===== src/acs_pkg.sv =====
`timescale 1ns / 1ps
`default_nettype none
// ----------------------------------------------------------------------------
// Autorange current selector package
// Shared types, widths and codes for the autorange current selector.
// ----------------------------------------------------------------------------
package acs_pkg;

  // Rows per chunk and the widths that follow from it.
  localparam int CHUNK_ROWS = 100;
  localparam int POS_W      = (CHUNK_ROWS > 1) ? $clog2(CHUNK_ROWS) : 1;
  localparam int ACC_CNT_W  = $clog2(CHUNK_ROWS + 1);
  localparam logic [POS_W-1:0] POS_LAST = POS_W'(CHUNK_ROWS - 1);

  localparam int SAMPLE_W = 12;
  localparam int CNT_W    = 8;
  localparam int ACC_W    = 7;
  localparam int CFG_IDX_W = 2;

  localparam logic [CNT_W-1:0] CNT_MAX = {CNT_W{1'b1}};
  localparam logic [ACC_W-1:0] ACC_MAX = {ACC_W{1'b1}};

  // Configuration register indexes.
  localparam logic [CFG_IDX_W-1:0] CFG_OVER_THR    = 2'd0;
  localparam logic [CFG_IDX_W-1:0] CFG_UNDER_THR   = 2'd1;
  localparam logic [CFG_IDX_W-1:0] CFG_CONFIRM_CNT = 2'd2;

  // Configuration reset values.
  localparam logic [SAMPLE_W-1:0] OVER_THR_RST    = 12'd3800;
  localparam logic [SAMPLE_W-1:0] UNDER_THR_RST   = 12'd100;
  localparam logic [CNT_W-1:0]    CONFIRM_CNT_RST = 8'd5;

  typedef enum logic [1:0] {
    RANGE_LOW  = 2'd0,
    RANGE_MID  = 2'd1,
    RANGE_HIGH = 2'd2
  } range_t;

  typedef struct packed {
    logic [SAMPLE_W-1:0] over_thr;
    logic [SAMPLE_W-1:0] under_thr;
    logic [CNT_W-1:0]    confirm;
  } cfg_t;

  typedef struct packed {
    logic [SAMPLE_W-1:0] vol;
    logic [SAMPLE_W-1:0] lo;
    logic [SAMPLE_W-1:0] mid;
    logic [SAMPLE_W-1:0] hi;
    logic [SAMPLE_W-1:0] ref_smp;
  } row_t;

  typedef struct packed {
    range_t               active_range;
    logic [CNT_W-1:0]     over_count;
    logic [CNT_W-1:0]     under_count;
    logic                 discard_chunk;
    logic                 switch_pending;
    range_t               requested_range;
    logic [POS_W-1:0]     row_position;
    logic [ACC_CNT_W-1:0] rows_accepted;
  } state_t;

  typedef struct packed {
    logic                sample_valid;
    logic [1:0]          range_code;
    logic [SAMPLE_W-1:0] vol_out;
    logic [SAMPLE_W-1:0] current_out;
    logic [SAMPLE_W-1:0] ref_out;
    logic                chunk_end;
    logic [ACC_W-1:0]    accepted_count;
    logic                range_switch;
    logic [1:0]          next_range;
  } result_t;

endpackage
`default_nettype wire


===== src/acs_step.sv =====
`timescale 1ns / 1ps
`default_nettype none
// ----------------------------------------------------------------------------
// Autorange current selector row step
// Combinational evaluation of one scan row: range compare, debounce counters,
// chunk bookkeeping and the result item.
// ----------------------------------------------------------------------------
module acs_step (
  input  acs_pkg::cfg_t    cfg,
  input  acs_pkg::state_t  st,
  input  acs_pkg::row_t    row,
  output acs_pkg::state_t  st_next,
  output acs_pkg::result_t res
);

  logic [acs_pkg::SAMPLE_W-1:0]  sel;
  logic [acs_pkg::SAMPLE_W-1:0]  diff;
  logic                          over;
  logic                          under;
  logic [acs_pkg::CNT_W-1:0]     over_inc;
  logic [acs_pkg::CNT_W-1:0]     under_inc;
  logic                          last;
  logic                          pass;
  acs_pkg::range_t               req;
  logic [acs_pkg::ACC_CNT_W-1:0] acc_cnt;
  logic [31:0]                   acc_ext;

  assign last = (st.row_position == acs_pkg::POS_LAST);

  always_comb begin
    case (st.active_range)
      acs_pkg::RANGE_LOW: sel = row.lo;
      acs_pkg::RANGE_MID: sel = row.mid;
      default:            sel = row.hi;
    endcase
  end

  assign diff      = (sel >= row.ref_smp) ? (sel - row.ref_smp) : (row.ref_smp - sel);
  assign over      = (diff >= cfg.over_thr);
  assign under     = (diff < cfg.under_thr);
  assign over_inc  = (st.over_count == acs_pkg::CNT_MAX) ? acs_pkg::CNT_MAX
                                                         : st.over_count + 1'b1;
  assign under_inc = (st.under_count == acs_pkg::CNT_MAX) ? acs_pkg::CNT_MAX
                                                          : st.under_count + 1'b1;

  always_comb begin
    st_next = st;
    pass    = 1'b0;
    req     = st.active_range;

    if (st.discard_chunk) begin
      st_next.over_count  = '0;
      st_next.under_count = '0;
    end else if (!st.switch_pending) begin
      case (st.active_range)
        acs_pkg::RANGE_LOW: begin
          st_next.over_count  = over ? over_inc : '0;
          st_next.under_count = '0;
          if (over && (over_inc >= cfg.confirm)) req = acs_pkg::RANGE_MID;
        end
        acs_pkg::RANGE_MID: begin
          st_next.over_count  = over ? over_inc : '0;
          st_next.under_count = under ? under_inc : '0;
          // Underload wins when both are confirmed on the same row.
          if (over && (over_inc >= cfg.confirm)) req = acs_pkg::RANGE_HIGH;
          if (under && (under_inc >= cfg.confirm)) req = acs_pkg::RANGE_LOW;
        end
        default: begin
          st_next.under_count = under ? under_inc : '0;
          st_next.over_count  = '0;
          if (under && (under_inc >= cfg.confirm)) req = acs_pkg::RANGE_MID;
        end
      endcase

      if (req != st.active_range) begin
        st_next.switch_pending  = 1'b1;
        st_next.requested_range = req;
      end else begin
        pass                  = 1'b1;
        st_next.rows_accepted = st.rows_accepted + 1'b1;
      end
    end

    acc_cnt = st_next.rows_accepted;

    if (last) begin
      if (st.discard_chunk) begin
        st_next.discard_chunk = 1'b0;
      end else if (st_next.switch_pending) begin
        st_next.active_range   = st_next.requested_range;
        st_next.discard_chunk  = 1'b1;
        st_next.switch_pending = 1'b0;
        st_next.over_count     = '0;
        st_next.under_count    = '0;
      end
      st_next.rows_accepted = '0;
      st_next.row_position  = '0;
    end else begin
      st_next.row_position = st.row_position + 1'b1;
    end
  end

  assign acc_ext = 32'(acc_cnt);

  always_comb begin
    res.sample_valid   = pass;
    res.range_code     = st.active_range;
    res.vol_out        = pass ? row.vol : '0;
    res.current_out    = pass ? sel : '0;
    res.ref_out        = pass ? row.ref_smp : '0;
    res.chunk_end      = last;
    res.accepted_count = '0;
    res.range_switch   = 1'b0;
    if (last && !st.discard_chunk) begin
      res.accepted_count = (acc_ext > 32'(acs_pkg::ACC_MAX)) ? acs_pkg::ACC_MAX
                                                             : acc_ext[acs_pkg::ACC_W-1:0];
      res.range_switch   = st_next.discard_chunk;
    end
    res.next_range = st_next.active_range;
  end

endmodule
`default_nettype wire


===== src/autorange_current_selector.sv =====
`timescale 1ns / 1ps
`default_nettype none
// ----------------------------------------------------------------------------
// Autorange current selector
// Picks the current sample of the active range for each scan row, debounces
// overload and underload against programmable thresholds, and switches range
// at chunk borders, dropping the chunk that follows a switch.
// ----------------------------------------------------------------------------
//
//  Channel  | Signals                                   | Direction
//  ---------+-------------------------------------------+----------
//  input    | in_valid/in_ready, five 12-bit samples    | in
//  result   | out_valid/out_ready, nine result fields   | out
//  config   | cfg_valid/cfg_ready, cfg_index, cfg_data  | in
//
// One row is taken per cycle unless the result stalls; a row moves from the
// input register into the result register when that is empty or taken.
// Reset (rst, synchronous) restores the configuration defaults, empties both
// registers and starts a chunk on the high range.
// A stalled result holds the input register; in_ready drops only while both
// registers are full and the result is not taken.
//
module autorange_current_selector (
  input  logic                         clk,
  input  logic                         rst,

  input  logic                         in_valid,
  output logic                         in_ready,
  input  logic [acs_pkg::SAMPLE_W-1:0] vol_sample,
  input  logic [acs_pkg::SAMPLE_W-1:0] low_range_sample,
  input  logic [acs_pkg::SAMPLE_W-1:0] mid_range_sample,
  input  logic [acs_pkg::SAMPLE_W-1:0] high_range_sample,
  input  logic [acs_pkg::SAMPLE_W-1:0] ref_sample,

  output logic                         out_valid,
  input  logic                         out_ready,
  output logic                         sample_valid,
  output logic [1:0]                   range_code,
  output logic [acs_pkg::SAMPLE_W-1:0] vol_out,
  output logic [acs_pkg::SAMPLE_W-1:0] current_out,
  output logic [acs_pkg::SAMPLE_W-1:0] ref_out,
  output logic                         chunk_end,
  output logic [acs_pkg::ACC_W-1:0]    accepted_count,
  output logic                         range_switch,
  output logic [1:0]                   next_range,

  input  logic                         cfg_valid,
  output logic                         cfg_ready,
  input  logic [acs_pkg::CFG_IDX_W-1:0] cfg_index,
  input  logic [acs_pkg::SAMPLE_W-1:0] cfg_data
);

  acs_pkg::cfg_t    cfg;
  acs_pkg::state_t  st;
  acs_pkg::state_t  st_next;
  acs_pkg::row_t    row_reg;
  acs_pkg::result_t res_next;
  acs_pkg::result_t res_reg;
  logic             row_valid;
  logic             advance;

  // The input register moves forward whenever the result register is empty
  // or its transaction completes in this cycle.
  assign advance  = row_valid && (!out_valid || out_ready);
  assign in_ready = !row_valid || advance;

  // Configuration writes are always taken; the user must write only while the
  // block is idle (unenforced). Data beyond a register's width is dropped.
  assign cfg_ready = 1'b1;

  always_ff @(posedge clk) begin
    if (rst) begin
      cfg.over_thr  <= acs_pkg::OVER_THR_RST;
      cfg.under_thr <= acs_pkg::UNDER_THR_RST;
      cfg.confirm   <= acs_pkg::CONFIRM_CNT_RST;
    end else if (cfg_valid) begin
      case (cfg_index)
        acs_pkg::CFG_OVER_THR:    cfg.over_thr  <= cfg_data;
        acs_pkg::CFG_UNDER_THR:   cfg.under_thr <= cfg_data;
        acs_pkg::CFG_CONFIRM_CNT: cfg.confirm   <= cfg_data[acs_pkg::CNT_W-1:0];
        default: ;
      endcase
    end
  end

  // Input register.
  always_ff @(posedge clk) begin
    if (rst) begin
      row_valid <= 1'b0;
    end else if (in_ready) begin
      row_valid <= in_valid;
    end
  end

  always_ff @(posedge clk) begin
    if (in_valid && in_ready) begin
      row_reg.vol     <= vol_sample;
      row_reg.lo      <= low_range_sample;
      row_reg.mid     <= mid_range_sample;
      row_reg.hi      <= high_range_sample;
      row_reg.ref_smp <= ref_sample;
    end
  end

  acs_step u_step (
    .cfg     (cfg),
    .st      (st),
    .row     (row_reg),
    .st_next (st_next),
    .res     (res_next)
  );

  // Range and debounce state, updated once per evaluated row.
  always_ff @(posedge clk) begin
    if (rst) begin
      st.active_range    <= acs_pkg::RANGE_HIGH;
      st.over_count      <= '0;
      st.under_count     <= '0;
      st.discard_chunk   <= 1'b0;
      st.switch_pending  <= 1'b0;
      st.requested_range <= acs_pkg::RANGE_HIGH;
      st.row_position    <= '0;
      st.rows_accepted   <= '0;
    end else if (advance) begin
      st <= st_next;
    end
  end

  // Result register.
  always_ff @(posedge clk) begin
    if (rst) begin
      out_valid <= 1'b0;
    end else begin
      out_valid <= advance || (out_valid && !out_ready);
    end
  end

  always_ff @(posedge clk) begin
    if (advance) begin
      res_reg <= res_next;
    end
  end

  assign sample_valid   = res_reg.sample_valid;
  assign range_code     = res_reg.range_code;
  assign vol_out        = res_reg.vol_out;
  assign current_out    = res_reg.current_out;
  assign ref_out        = res_reg.ref_out;
  assign chunk_end      = res_reg.chunk_end;
  assign accepted_count = res_reg.accepted_count;
  assign range_switch   = res_reg.range_switch;
  assign next_range     = res_reg.next_range;

endmodule
`default_nettype wire

===== config.mk =====
export PLATFORM = sky130hd
export DESIGN_NAME = autorange_current_selector
export DESIGN_NICKNAME = d
export VERILOG_FILES = /design/src/acs_pkg.sv /design/src/acs_step.sv /design/src/autorange_current_selector.sv
export SDC_FILE = /design/constraint.sdc
export NUM_CORES = 1
export LEC_CHECK = 0
export BUFFER_PORTS_ARGS = -buffer_cell sky130_fd_sc_hd__buf_2
export CAP_MARGIN = 20
export CORE_ASPECT_RATIO = 0.8
export CORE_MARGIN = 4
export CORE_UTILIZATION = 45
export CTS_BUF_LIST = sky130_fd_sc_hd__clkbuf_4 sky130_fd_sc_hd__clkbuf_8
export CTS_CLUSTER_SIZE = 12
export DETAILED_ROUTE_END_ITERATION = 12
export PLACE_DENSITY = 0.75
export SYNTH_ARGS = -nofsm -noshare
export SYNTH_HDL_FRONTEND = slang
export SYNTH_SLANG_ARGS = --single-unit

===== constraint.sdc =====
create_clock -name clk -period 12.35 [get_ports clk]
set_clock_uncertainty 0.05 [all_clocks]
set_input_delay 1.235 -clock clk [delete_from_list [all_inputs] [get_ports clk]]
set_output_delay 1.235 -clock clk [all_outputs]
set_load 0.05 [all_outputs]

Word level (Yosys, flattened, before mapping)
Index checks and enable logic that the tools add are counted.
- register bits: 180
- input port bits: 79
- output and inout port bits: 53
- logic and storage cells: 97
- $add $sub $neg: 6
- $lt $le $gt $ge: 6
- eq/ne operators: 7
- muxes and demuxes: 33
- reduce and logical (&&, ||, !) cells: 18
- operators with widths (kind ; number):
    2-to-1 mux 7 bit ; 6
    2-to-1 mux 20 bit ; 2
    2-to-1 mux 16 bit ; 2
    2-to-1 mux 8 bit ; 4
    case mux 16 bit (2 select lines) ; 1
    greater-or-equal comparator 12 bit ; 2
    case mux 12 bit (2 select lines) ; 1
    subtractor 12 bit ; 2
    2-to-1 mux 18 bit ; 1
    adder 8 x 1 -> 8 bit, second input constant ; 2
    equality test 8 bit, second input constant ; 2
    greater-or-equal comparator 8 bit ; 2
    adder 7 x 1 -> 7 bit, second input constant ; 2
    less-than comparator 12 bit ; 1
    2-to-1 mux 12 bit ; 1
    2-to-1 mux 2 bit ; 6
    2-to-1 mux 3 bit ; 3
    equality test 7 bit, second input constant ; 1
    > comparator 7 bit, second input constant ; 1
    logical AND 1 bit ; 6
    AND reduction 2 bit ; 3
    2-to-1 mux 1 bit ; 5
    equality test 2 x 1 -> 1 bit, second input constant ; 2
    zero test 1 bit ; 4
    other kinds (5) ; 8

Logic depth before layout (Yosys ltp)
Gate-level depths: netlist of run 1.
- depth in word-level cells: 18
- mapped depth: 28

Hierarchy
From an unflattened synthesis of run 1, not the netlist that was laid out.
- cell total of the unflattened synthesis: 958
- area total of the unflattened synthesis: 9821.9 um2
- modules (own cells, without submodules) (module ; times used ; cells an instance ; area an instance (um2) ; seq. area each (um2)):
    autorange_current_selector ; 1 ; 414 ; 6218.5 ; 4704.5
    acs_step ; 1 ; 544 ; 3603.5 ; 0.0

Worst setup path before layout of run 1
Ideal clock, no wire load.
- kind: reg-to-reg
- start: register st[34] (netlist name)
- end: register res_reg (netlist bit next_range[1]) (data pin)
- library setup time: 260 ps
- arrival time: 5271 ps
- slack: 6769 ps
- cell stages (with the launch flop): 26
- clock period less this slack: 5581 ps
- path through: dfxtp_1 clkbuf_1 buf_1 mux2i_1 nor2_1 a21oi_1 inv_1 ha_1 buf_2 a21o_1 nand2_1 and3b_1 a21oi_1 o31ai_4 buf_4 mux2i_1 xor2_1 ha_1 and2_1 a221oi_2 o21ai_1 a21oi_2 o22ai_2 o21ba_1 buf_4 mux2_4
- RTL lines (what ; RTL line ; text):
    end signal, assigned ; autorange_current_selector.sv:140 ; res_reg <= res_next;
    end, declared ; autorange_current_selector.sv:58 ; acs_pkg::result_t res_reg;

Final worst setup path of run 1
- start: register st[34] (netlist name)
- end: register res_reg (netlist bit accepted_count[4]) (data pin)
- word-level cells in the longest chain between the ends: 17
- ends and longest elaborated chain (what ; RTL line ; text):
    equality test 2 x 1 -> 1 bit or zero test 2 bit (tied branches) ; acs_step.sv:31, acs_step.sv:55 ;
    case mux 12 bit (2 select lines) ; acs_step.sv:31 ; case (st.active_range)
    subtractor 12 bit or greater-or-equal comparator 12 bit (tied branches) ; acs_step.sv:38 ; assign diff = (sel >= row.ref_smp) ? (sel - row.ref_smp) : (row.ref_smp - sel);
    2-to-1 mux 12 bit ; acs_step.sv:38 ;
    greater-or-equal comparator 12 bit ; acs_step.sv:39 ; assign over = (diff >= cfg.over_thr);
    logical AND 1 bit ; acs_step.sv:59, acs_step.sv:65 ;
    2-to-1 mux 2 bit ; acs_step.sv:65 ; if (over && (over_inc >= cfg.confirm)) req = acs_pkg::RANGE_HIGH;
    2-to-1 mux 2 bit ; acs_step.sv:66 ; if (under && (under_inc >= cfg.confirm)) req = acs_pkg::RANGE_LOW;
    case mux 2 bit (2 select lines) ; acs_step.sv:55 ; case (st.active_range)
    2-to-1 mux 2 bit ; acs_step.sv:54 ; end else if (!st.switch_pending) begin
    2-to-1 mux 2 bit ; acs_step.sv:51 ; if (st.discard_chunk) begin
    != test 2 bit * ; acs_step.sv:75 ; if (req != st.active_range) begin
    2-to-1 mux 7 bit * ; acs_step.sv:75 ;
    2-to-1 mux 7 bit * ; acs_step.sv:54 ;
    2-to-1 mux 7 bit * ; acs_step.sv:51 ;
    > comparator 7 bit ; acs_step.sv:115 ; res.accepted_count = (acc_ext > 32'(acs_pkg::ACC_MAX)) ? acs_pkg::ACC_MAX
    2-to-1 mux 7 bit * ; acs_step.sv:115 ;
Mark *: on every way between the ends. The rest lies on a longest branch, timed or not. The select of a mux whose other input is x is not followed.
A chain may end at the register's enable or synchronous reset.

==> flow_metrics.py, run 1 <==
metrics = {
    "global_routing": {
        "grt_overflow": 0,
        "grtUsageMet3": 0.0436,
        "grt_pass1_vias": 5999,
        "grt_pass1_wl_mm": 30.1,
        "antenna_found_initial": 0,
        "grt_max_degree": 61,
        "grtUsageMet2": 0.252,
        "grt_usage": 0.167,
        "busiest_layer": "met2",
        "gr-usage-met1": 0.240,
    },
    "power_and_ir_drop": {
        "powerDensity_nw_per_um2": 124,
        "p_leak_nw": 4.20,
        "worst_ir_drop_vdd_mv": 0.0604,
        "finalPower_w": 0.00127,
    },
    "timing": {
        "slew_viol_final": 0,
        "finalHoldViolCount": 0,
        "worstMarginPinSlew_ns": 1.01,
        "tns_ns": 0,
        "fin_crit_sh": 0.492,
        "fmaxAchievable_mhz": 164,
        "setup_viol": 0,
        "max_slew_margin": 0.324,
        "rsz0062_at_grt": "false",
        "period_needed_ns": 6.08,
    },
    "clocking": {
        "htreeDepth": 4,
        "cts-root-buf": "clkbuf_8",
        "insertion_delay_ns": 0.46,
        "numCtsBuffers": 17,
        "post_cts_resized": 0,
        "cts_sinks": 180,
        "cts_tree": "yes",
        "cts_hold_buf": 0,
        "post_cts_buffers": 0,
        "clock_path_buffers": 2,
        "clk_pin_slew_ns": 0.09,
    },
    "logic_synthesis": {
        "yosysTopAreaCellShare": 0.369,
        "syn-cell-area_um2": 8960,
        "syn_inst": 846,
        "yosysUniqueCellTypes": 69,
        "synth-warning-count": 0,
        "synth-seq-cells": 180,
        "ys_top_cells_by_area": "edfxtp_1 37%, dfxtp_1 16%, ha_1 9.2%",
        "synth-seq-area-share": 0.525,
        "async_reset_ff_frac": 0,
        "synth_area_per_cell_um2": 10.6,
        "synth_top_cell_by_area": "edfxtp_1",
        "synth_ff_type": "edfxtp_1",
        "syn-num-nets": 993,
        "synth_edf_count": 110,
    },
    "placement": {
        "place_hpwl_mm": 13.7,
        "portBuffers": 130,
        "place.gp.congestion": 0.883,
        "placed_cells_incl_taps": 1206,
    },
    "worst_hold_path": {
        "holdPathStages": 2,
        "min-delay-start": "cfg[17]$_SDFFE_PP0P_",
        "holdPathEnd": "cfg[17]$_SDFFE_PP0P_",
        "hold_class": "reg -> reg",
    },
    "critical_path": {
        "cp.required_ns": 12.51,
        "critPathKind": "reg -> reg",
        "crit_arrival_ns": 6.24,
        "cp_max_fo": 28,
        "crit_path_end_kind": "flip-flop",
        "slowest_stage": "o31ai_4",
        "r2r_setup_slack_ns": 6.27,
        "worstSetupStartpointType": "flip-flop",
        "cpPeakStageDelay_ns": 0.65,
        "crit_buf_inv": 2,
        "r2r_cells": 23,
        "r2r_end": "accepted_count[4]$_SDFFCE_PN0P_",
        "reg2reg_from": "st[34]$_SDFFE_PP0P_",
        "cp_top_family": "compound AO/OA/AOI/OAI gates",
        "crit_chain": "buf_4 > mux2i_1 > nor2_1 > a21oi_1 > ha_1 > fa_1 > nor2b_1 > o2111ai_1 > and3b_1 > a21oi_1 > o31ai_4 > mux2i_1 > xor2_1 > ha_1 > a211o_1 > a31oi_1 > o21ai_1 > a21oi_2 > o221ai_4 > buf_4 > nor3_2 > xnor2_1 > nor2_1",
    },
    "detailed_routing": {
        "drt-total-wl_mm": 18.5,
        "first_iter_violations": 532,
        "dr.pass1.iters": 5,
        "vias": 6380,
        "antenna_left": 0,
        "wl_per_cell_um": 14.9,
        "drc": 0,
        "via_per_inst": 5.15,
    },
    "final_layout": {
        "fillCellCount": 1701,
        "drive_above_1_share": 0.197,
        "largest_reg_flops": 60,
        "antennaDiodeCount": 0,
        "layout.nets": 1114,
        "final_cells": 1238,
        "area_growth_pct": 14.0,
    },
    "floorplan": {
        "dieWidth_um": 166,
        "core_area_um2": 19300,
        "die_y_um": 134,
        "ios": 132,
        "num_rows": 45,
        "dieArea_um2": 22300,
        "start_util": 0.465,
    },
    "run": {
        "cap_violations": 0,
    },
    "run_status": {
        "status": "completed",
    },
}
report_power, final:
part | switching, W | total (W) | internal (W)
clock | 0.000214 | 0.000378 | 0.000163
sequential | 0.00000973 | 0.000675 | 0.000665
combinational | 0.000138 | 0.000219 | 0.0000808
total | 0.000362 | 0.00127 | 0.000909
per-layer routing:
layer  vias up  wire length (um)
li1       3247                 -
met1      2926              9260
met2       181              7890
met3        26              1040
met4         0               298
met5         -                 0
cell families after synthesis:
kind of cell,share of synthesized area
and+or+nand+nor,0.144
DFF,0.525
AOI/OAI and AO/OA,0.136
buffers and inverters,0.0437
adders and majority gates,0.0966
muxes,0.0307
xor gates and xnor gates,0.0244
other,0.000418
layout by cell type (no fill, tap or decap), types with 4 or more instances in the layout:
master	synthesis	final
and3_1	5	5
a22o_1	14	14
nor2_1	107	107
buf_2	3	130
o21bai_1	4	4
nand2_1	65	65
edfxtp_1	110	110
or3_1	5	5
o211ai_1	4	4
nand3b_1	7	7
nand3_1	16	16
nor2b_1	6	6
a31oi_1	9	9
clkbuf_8	0	17
o21ai_1	5	5
xor2_1	13	13
o21ai_0	23	23
buf_4	3	7
inv_1	61	60
a21oi_1	67	67
nor3_1	9	9
and2_1	15	14
ha_1	66	66
mux2i_1	26	26
a211o_1	13	13
xnor2_1	12	12
nand2b_1	11	11
a21o_1	7	7
inv_6	0	5
nand4_1	7	7
clkinvlp_4	0	5
dfxtp_1	70	70
stage by stage:
stage	util	cell area, um^2	hold WS, ns	setup WS (ns)
finish	0.531	10200	0.411	6.27
global route	0.531	10200	0.445	5.63
CTS	0.531	10200	0.412	6.24
detailed placement	0.512	9850	0.399	6.29
global placement	0.512	9850	0.395	6.52
floorplan	-	8960	0.356	6.77
how the worst max path moves through the flow:
stage | startpoint | to | slack (ns) | cells after the start
2_1_floorplan | st[34]$_SDFFE_PP0P_ | next_range[1]$_DFFE_PP_ | 6.77 | 25
3_3_place_gp | st[34]$_SDFFE_PP0P_ | accepted_count[4]$_SDFFCE_PN0P_ | 6.52 | 23
3_5_place_dp | st[34]$_SDFFE_PP0P_ | accepted_count[4]$_SDFFCE_PN0P_ | 6.29 | 23
4_1_cts | st[34]$_SDFFE_PP0P_ | accepted_count[4]$_SDFFCE_PN0P_ | 6.24 | 23
5_1_grt | st[34]$_SDFFE_PP0P_ | st[3]$_SDFFE_PP0P_ | 5.63 | 23
6_report | st[34]$_SDFFE_PP0P_ | accepted_count[4]$_SDFFCE_PN0P_ | 6.27 | 23
synthesized netlist by cell type (4+ instances only):
cell / count
a21o_1: 7
o21bai_1: 4
and3_1: 5
o21ai_1: 5
ha_1: 66
dfxtp_1: 70
o21ai_0: 23
or3_1: 5
nand2_1: 65
nand4_1: 7
nand3b_1: 7
a21oi_1: 67
xnor2_1: 12
clkbuf_1: 25
edfxtp_1: 110
nor3_1: 9
nor2_1: 107
a211o_1: 13
nand3_1: 16
nand2b_1: 11
a31oi_1: 9
a22o_1: 14
and2_1: 15
nor2b_1: 6
xor2_1: 13
mux2i_1: 26
o211ai_1: 4
inv_1: 61
worst min-delay path, delay by kind of cell (launching register included):
kind	cells	cell delay [ns]
DFF	1	0.32
and+or+nand+nor	1	0.05
AOI/OAI and AO/OA	1	0.05
final cells by class:
| type | count | area (um^2) | share of cell area |
|---|---|---|---|
| Multi-Input combinational cell | 568 | 3880 | 0.380 |
| Clock inverter | 14 | 126 | 0.0124 |
| Timing Repair Buffer | 137 | 703 | 0.0688 |
| Tap cell | 258 | 323 | 0.0316 |
| Inverter | 63 | 236 | 0.0231 |
| Sequential cell | 180 | 4700 | 0.460 |
| Clock buffer | 18 | 241 | 0.0236 |
No activity file was read; power rests on OpenSTA's default activity.
==> inputs of run 2 (changes only) <==
clock period = 5.8 ns   (was 12.35 ns; I/O delays follow)
==> flow_metrics.py, run 2 (synthesized netlist as in run 1, its figures left out) <==
metrics = {
    "placement": {
        "post-place-ws_ns": 0.0848,
        "place.gp.congestion": 0.838,
        "place_hpwl_mm": 14.0,
        "placed_area_um2": 9900,
        "portBuffers": 130,
    },
    "final_layout": {
        "register_area_um2": 4710,
        "layout.nets": 1124,
        "largest_reg_flops": 60,
        "antennaDiodeCount": 0,
        "final_common_cell": "buf_2",
        "final_cell_mix": "130 x buf_2, 110 x edfxtp_1, 107 x nor2_1",
        "drive_above_1_share": 0.208,
        "multi_input_comb_area_um2": 3900,
        "fillCellCount": 1729,
        "final_area_um2": 10300,
        "area_growth_pct": 15.2,
    },
    "detailed_routing": {
        "wl_per_cell_um": 15.1,
        "drc": 0,
        "vias": 6518,
        "first_iter_violations": 436,
        "dr.pass1.iters": 5,
        "antenna_left": 0,
        "drt-total-wl_mm": 18.8,
        "via_per_inst": 5.22,
    },
    "timing": {
        "worstMarginPinSlew_ns": 0.971,
        "max_slew_margin": 0.353,
        "worst_slack_ns": 0.416,
        "slew_viol_final": 0,
        "fmaxAchievable_mhz": 186,
        "fin_hold_ws_ns": 0.223,
        "fin_crit_sh": 0.928,
        "setup_viol": 0,
        "period_needed_ns": 5.38,
        "finalHoldViolCount": 0,
        "tns_ns": 0,
    },
    "clocking": {
        "clk_pin_slew_ns": 0.10,
        "cts-root-buf": "clkbuf_8",
        "numCtsBuffers": 17,
        "htreeDepth": 4,
        "cts_tree": "yes",
        "cts_sinks": 180,
        "cts_hold_buf": 0,
        "insertion_delay_ns": 0.47,
        "clock_path_buffers": 2,
    },
    "critical_path": {
        "critPathKind": "reg -> reg",
        "critPathLaunch": "st[34]$_SDFFE_PP0P_",
        "crit_path_end_kind": "flip-flop",
        "worstSetupStartpointType": "flip-flop",
        "cp.required_ns": 5.98,
        "reg2reg_from": "st[34]$_SDFFE_PP0P_",
        "crit_arrival_ns": 5.56,
        "cp_max_fo": 10,
    },
    "floorplan": {
        "core_area_um2": 19300,
        "num_rows": 45,
        "dieArea_um2": 22300,
        "ios": 132,
        "start_util": 0.465,
        "dieWidth_um": 166,
        "die_y_um": 134,
    },
    "worst_hold_path": {
        "hold_class": "in -> reg",
        "min-delay-start": "high_range_sample[1]",
    },
    "power_and_ir_drop": {
        "p_leak_nw": 4.26,
        "powerDensity_nw_per_um2": 264,
        "worst_ir_drop_vdd_mv": 0.146,
    },
    "global_routing": {
        "grt_pass1_wl_mm": 30.8,
        "grt_usage": 0.170,
        "antenna_found_initial": 1,
        "grt_overflow": 0,
        "grt_pass1_vias": 6208,
        "grt_max_degree": 65,
    },
    "run": {
        "cap_violations": 0,
    },
    "run_status": {
        "status": "completed",
    },
}
[run 2: per-stage QoR]
stage | std cells | power [W] | utilization
detailed placement | 1212 | 0.00194 | 0.514
global route | 1248 | 0.00287 | 0.536
CTS | 1244 | 0.00274 | 0.533
finish | 1248 | 0.00273 | 0.536
global placement | 1211 | 0.00192 | 0.514
floorplan | 846 | 0.00181 | -
[run 2: critical path, cell delays in order, from the launching register on]
cell and delay (ns):
dfxtp_2 0.40, buf_4 0.23, mux2i_1 0.20, nor2_1 0.06, a21oi_1 0.21, inv_1 0.07
ha_1 0.36, nor2b_1 0.18, o2111ai_1 0.17, and3b_1 0.22, a21oi_1 0.11, o31ai_4 0.27
buf_12 0.17, mux2i_1 0.20, xor2_1 0.23, ha_1 0.28, a211o_1 0.29, a31oi_1 0.15
o21ai_1 0.14, a21oi_4 0.28, buf_4 0.16, o22ai_2 0.08, o21ba_1 0.29, mux2_4 0.32
[run 2: cell type report]
class / instances / area share
Timing Repair Buffer: 147 / 0.0769
Clock inverter: 15 / 0.0132
Sequential cell: 180 / 0.456
Tap cell: 258 / 0.0313
Clock buffer: 17 / 0.0227
Inverter: 63 / 0.0229
Multi-Input combinational cell: 568 / 0.378
[run 2: path summary, 6_finish.rpt]
check                                                to  slack [ns]  cells past startpoint
worst min register to register     cfg[12]$_SDFFE_PP0P_        0.41                      2
worst max-delay path            next_range[1]$_DFFE_PP_        0.42                     23
worst min-delay path              row_reg[13]$_DFFE_PP_        0.22                      1
worst max register to register  next_range[1]$_DFFE_PP_        0.42                     23
[run 2: timing repair]
item	CTS	global route
buffers inserted	0	4
gates resized for setup	0	4
endpoints found under the setup margin	0	73
[run 2: metal layers]
layer / routed length (um) / global-route usage
met1: 9260 / 0.239
met2: 8240 / 0.260
met3: 1000 / 0.0430
met4: 312 / 0.0504
met5: 13 / 0
[run 2: where the power goes]
part	internal, W	leakage (nW)	total (W)	switching (W)
Combinational	0.000182	2.47	0.000481	0.000300
Sequential	0.00142	1.61	0.00144	0.0000202
Clock	0.000315	0.187	0.000812	0.000497
==> inputs of run 3 (changes only) <==
CORE_UTILIZATION = 59   (was 45)
PLACE_DENSITY = 0.92   (was 0.75)
==> flow_metrics.py, run 3 (synthesized netlist as in run 1, its figures left out) <==
metrics = {
    "clocking": {
        "clock_path_buffers": 2,
        "htreeDepth": 4,
        "numCtsBuffers": 17,
        "cts_tree": "yes",
        "cts_sinks": 180,
        "clk_pin_slew_ns": 0.09,
        "insertion_delay_ns": 0.46,
        "cts-root-buf": "clkbuf_8",
    },
    "final_layout": {
        "drive_above_1_share": 0.205,
        "utilization": 0.683,
        "antennaDiodeCount": 0,
        "multi_input_comb_area_um2": 3900,
        "layout.nets": 1121,
        "fillCellCount": 1091,
        "final_cell_mix": "130 x buf_2, 110 x edfxtp_1, 107 x nor2_1",
        "largest_reg_flops": 60,
        "register_area_um2": 4710,
        "final_common_cell": "buf_2",
        "area_growth_pct": 14.1,
    },
    "floorplan": {
        "ios": 132,
        "num_rows": 40,
        "start_util": 0.599,
        "dieWidth_um": 146,
        "core_area_um2": 15000,
        "die_y_um": 118,
        "dieArea_um2": 17200,
    },
    "worst_hold_path": {
        "hold_class": "in -> reg",
    },
    "run": {
        "cap_violations": 0,
    },
    "detailed_routing": {
        "dr.pass1.iters": 4,
        "drt-total-wl_mm": 18.9,
        "vias": 6620,
        "antenna_left": 0,
        "via_per_inst": 5.63,
        "wl_per_cell_um": 16.1,
        "first_iter_violations": 445,
        "drc": 0,
    },
    "timing": {
        "slew_viol_final": 0,
        "worst_slack_ns": 0.372,
        "fmaxAchievable_mhz": 184,
        "worstMarginPinSlew_ns": 0.971,
        "fin_hold_ws_ns": 0.242,
        "period_needed_ns": 5.43,
        "setup_viol": 0,
        "max_slew_margin": 0.353,
        "finalHoldViolCount": 0,
        "fin_crit_sh": 0.936,
    },
    "critical_path": {
        "crit_path_end_kind": "flip-flop",
        "critPathKind": "reg -> reg",
        "cp_max_fo": 22,
        "crit_arrival_ns": 5.76,
        "cp.required_ns": 6.13,
        "worstSetupStartpointType": "flip-flop",
    },
    "power_and_ir_drop": {
        "worst_ir_drop_vdd_mv": 0.205,
        "p_leak_nw": 4.24,
        "finalPower_w": 0.00276,
        "powerDensity_nw_per_um2": 270,
    },
    "global_routing": {
        "grt_pass1_vias": 6186,
        "grt_usage": 0.216,
        "grt_overflow": 0,
        "antenna_found_initial": 0,
        "grt_pass1_wl_mm": 30.0,
        "grt_max_degree": 61,
    },
    "run_status": {
        "status": "completed",
    },
    "placement": {
        "portBuffers": 130,
        "place_hpwl_mm": 13.9,
        "place.gp.congestion": 0.887,
        "post-place-ws_ns": 0.0171,
    },
}
run 3: path summary, 6_finish.rpt:
check,cells past startpoint,from,to,slack [ns]
worst min register to register,2,cfg[16]$_SDFFE_PP0P_,cfg[16]$_SDFFE_PP0P_,0.41
worst min-delay path,1,vol_sample[8],row_reg[56]$_DFFE_PP_,0.24
worst max-delay path,23,st[34]$_SDFFE_PP0P_,st[3]$_SDFFE_PP0P_,0.37
worst max register to register,23,st[34]$_SDFFE_PP0P_,st[3]$_SDFFE_PP0P_,0.37
run 3: layout make-up:
cell class,count,share of cell area
Inverter,63,0.0231
Timing Repair Buffer,144,0.0739
Multi-Input combinational cell,568,0.381
Sequential cell,180,0.461
Clock buffer,17,0.0229
Tap cell,189,0.0231
Clock inverter,15,0.0149
run 3: through the flow:
stage	std cells	instance area [um^2]	setup TNS (ns)
after floorplan	846	8960	0
after detailed placement	1140	9790	0
after CTS	1172	10200	0
after global routing	1176	10200	-0.00443
final	1176	10200	0
after global placement	1140	9790	0
run 3: worst max-delay path, cell delays in order (launching register included):
cell and delay [ns]:
dfxtp_4 0.45, mux2i_1 0.28, nor2_1 0.06, a21oi_1 0.32
ha_1 0.25, fa_1 0.19, nor2b_1 0.06, o2111ai_1 0.18
and3b_1 0.23, a21oi_1 0.11, o31ai_4 0.24, buf_4 0.20
mux2i_1 0.22, xor2_1 0.22, ha_1 0.28, a211o_1 0.29
a31oi_1 0.19, o21ai_1 0.16, a21oi_4 0.28, o221ai_4 0.15
inv_2 0.27, nand4_1 0.19, or3_1 0.34, a21oi_1 0.14
run 3: report_power, final:
group	leakage [nW]	switching, W	internal [W]
clock network	0.183	0.000449	0.000384
logic	2.45	0.000306	0.000181
registers	1.61	0.0000209	0.00142
run 3: layer usage:
layer / vias to the layer above / wire [um] / GRT usage
met1: 3120 / 8370 / 0.289
met4: 0 / 168 / 0.0457
met2: 228 / 8940 / 0.353
met3: 19 / 1410 / 0.0613
met5: - / 0 / 0
li1: 3253 / - / -
run 3: timing repair:
item | CTS | global route
gates resized for setup | 1 | 4
pin swaps | 0 | 1
buffers inserted | 0 | 4
setup endpoints to repair | 6 | 17
hold buffers | 0 | 0
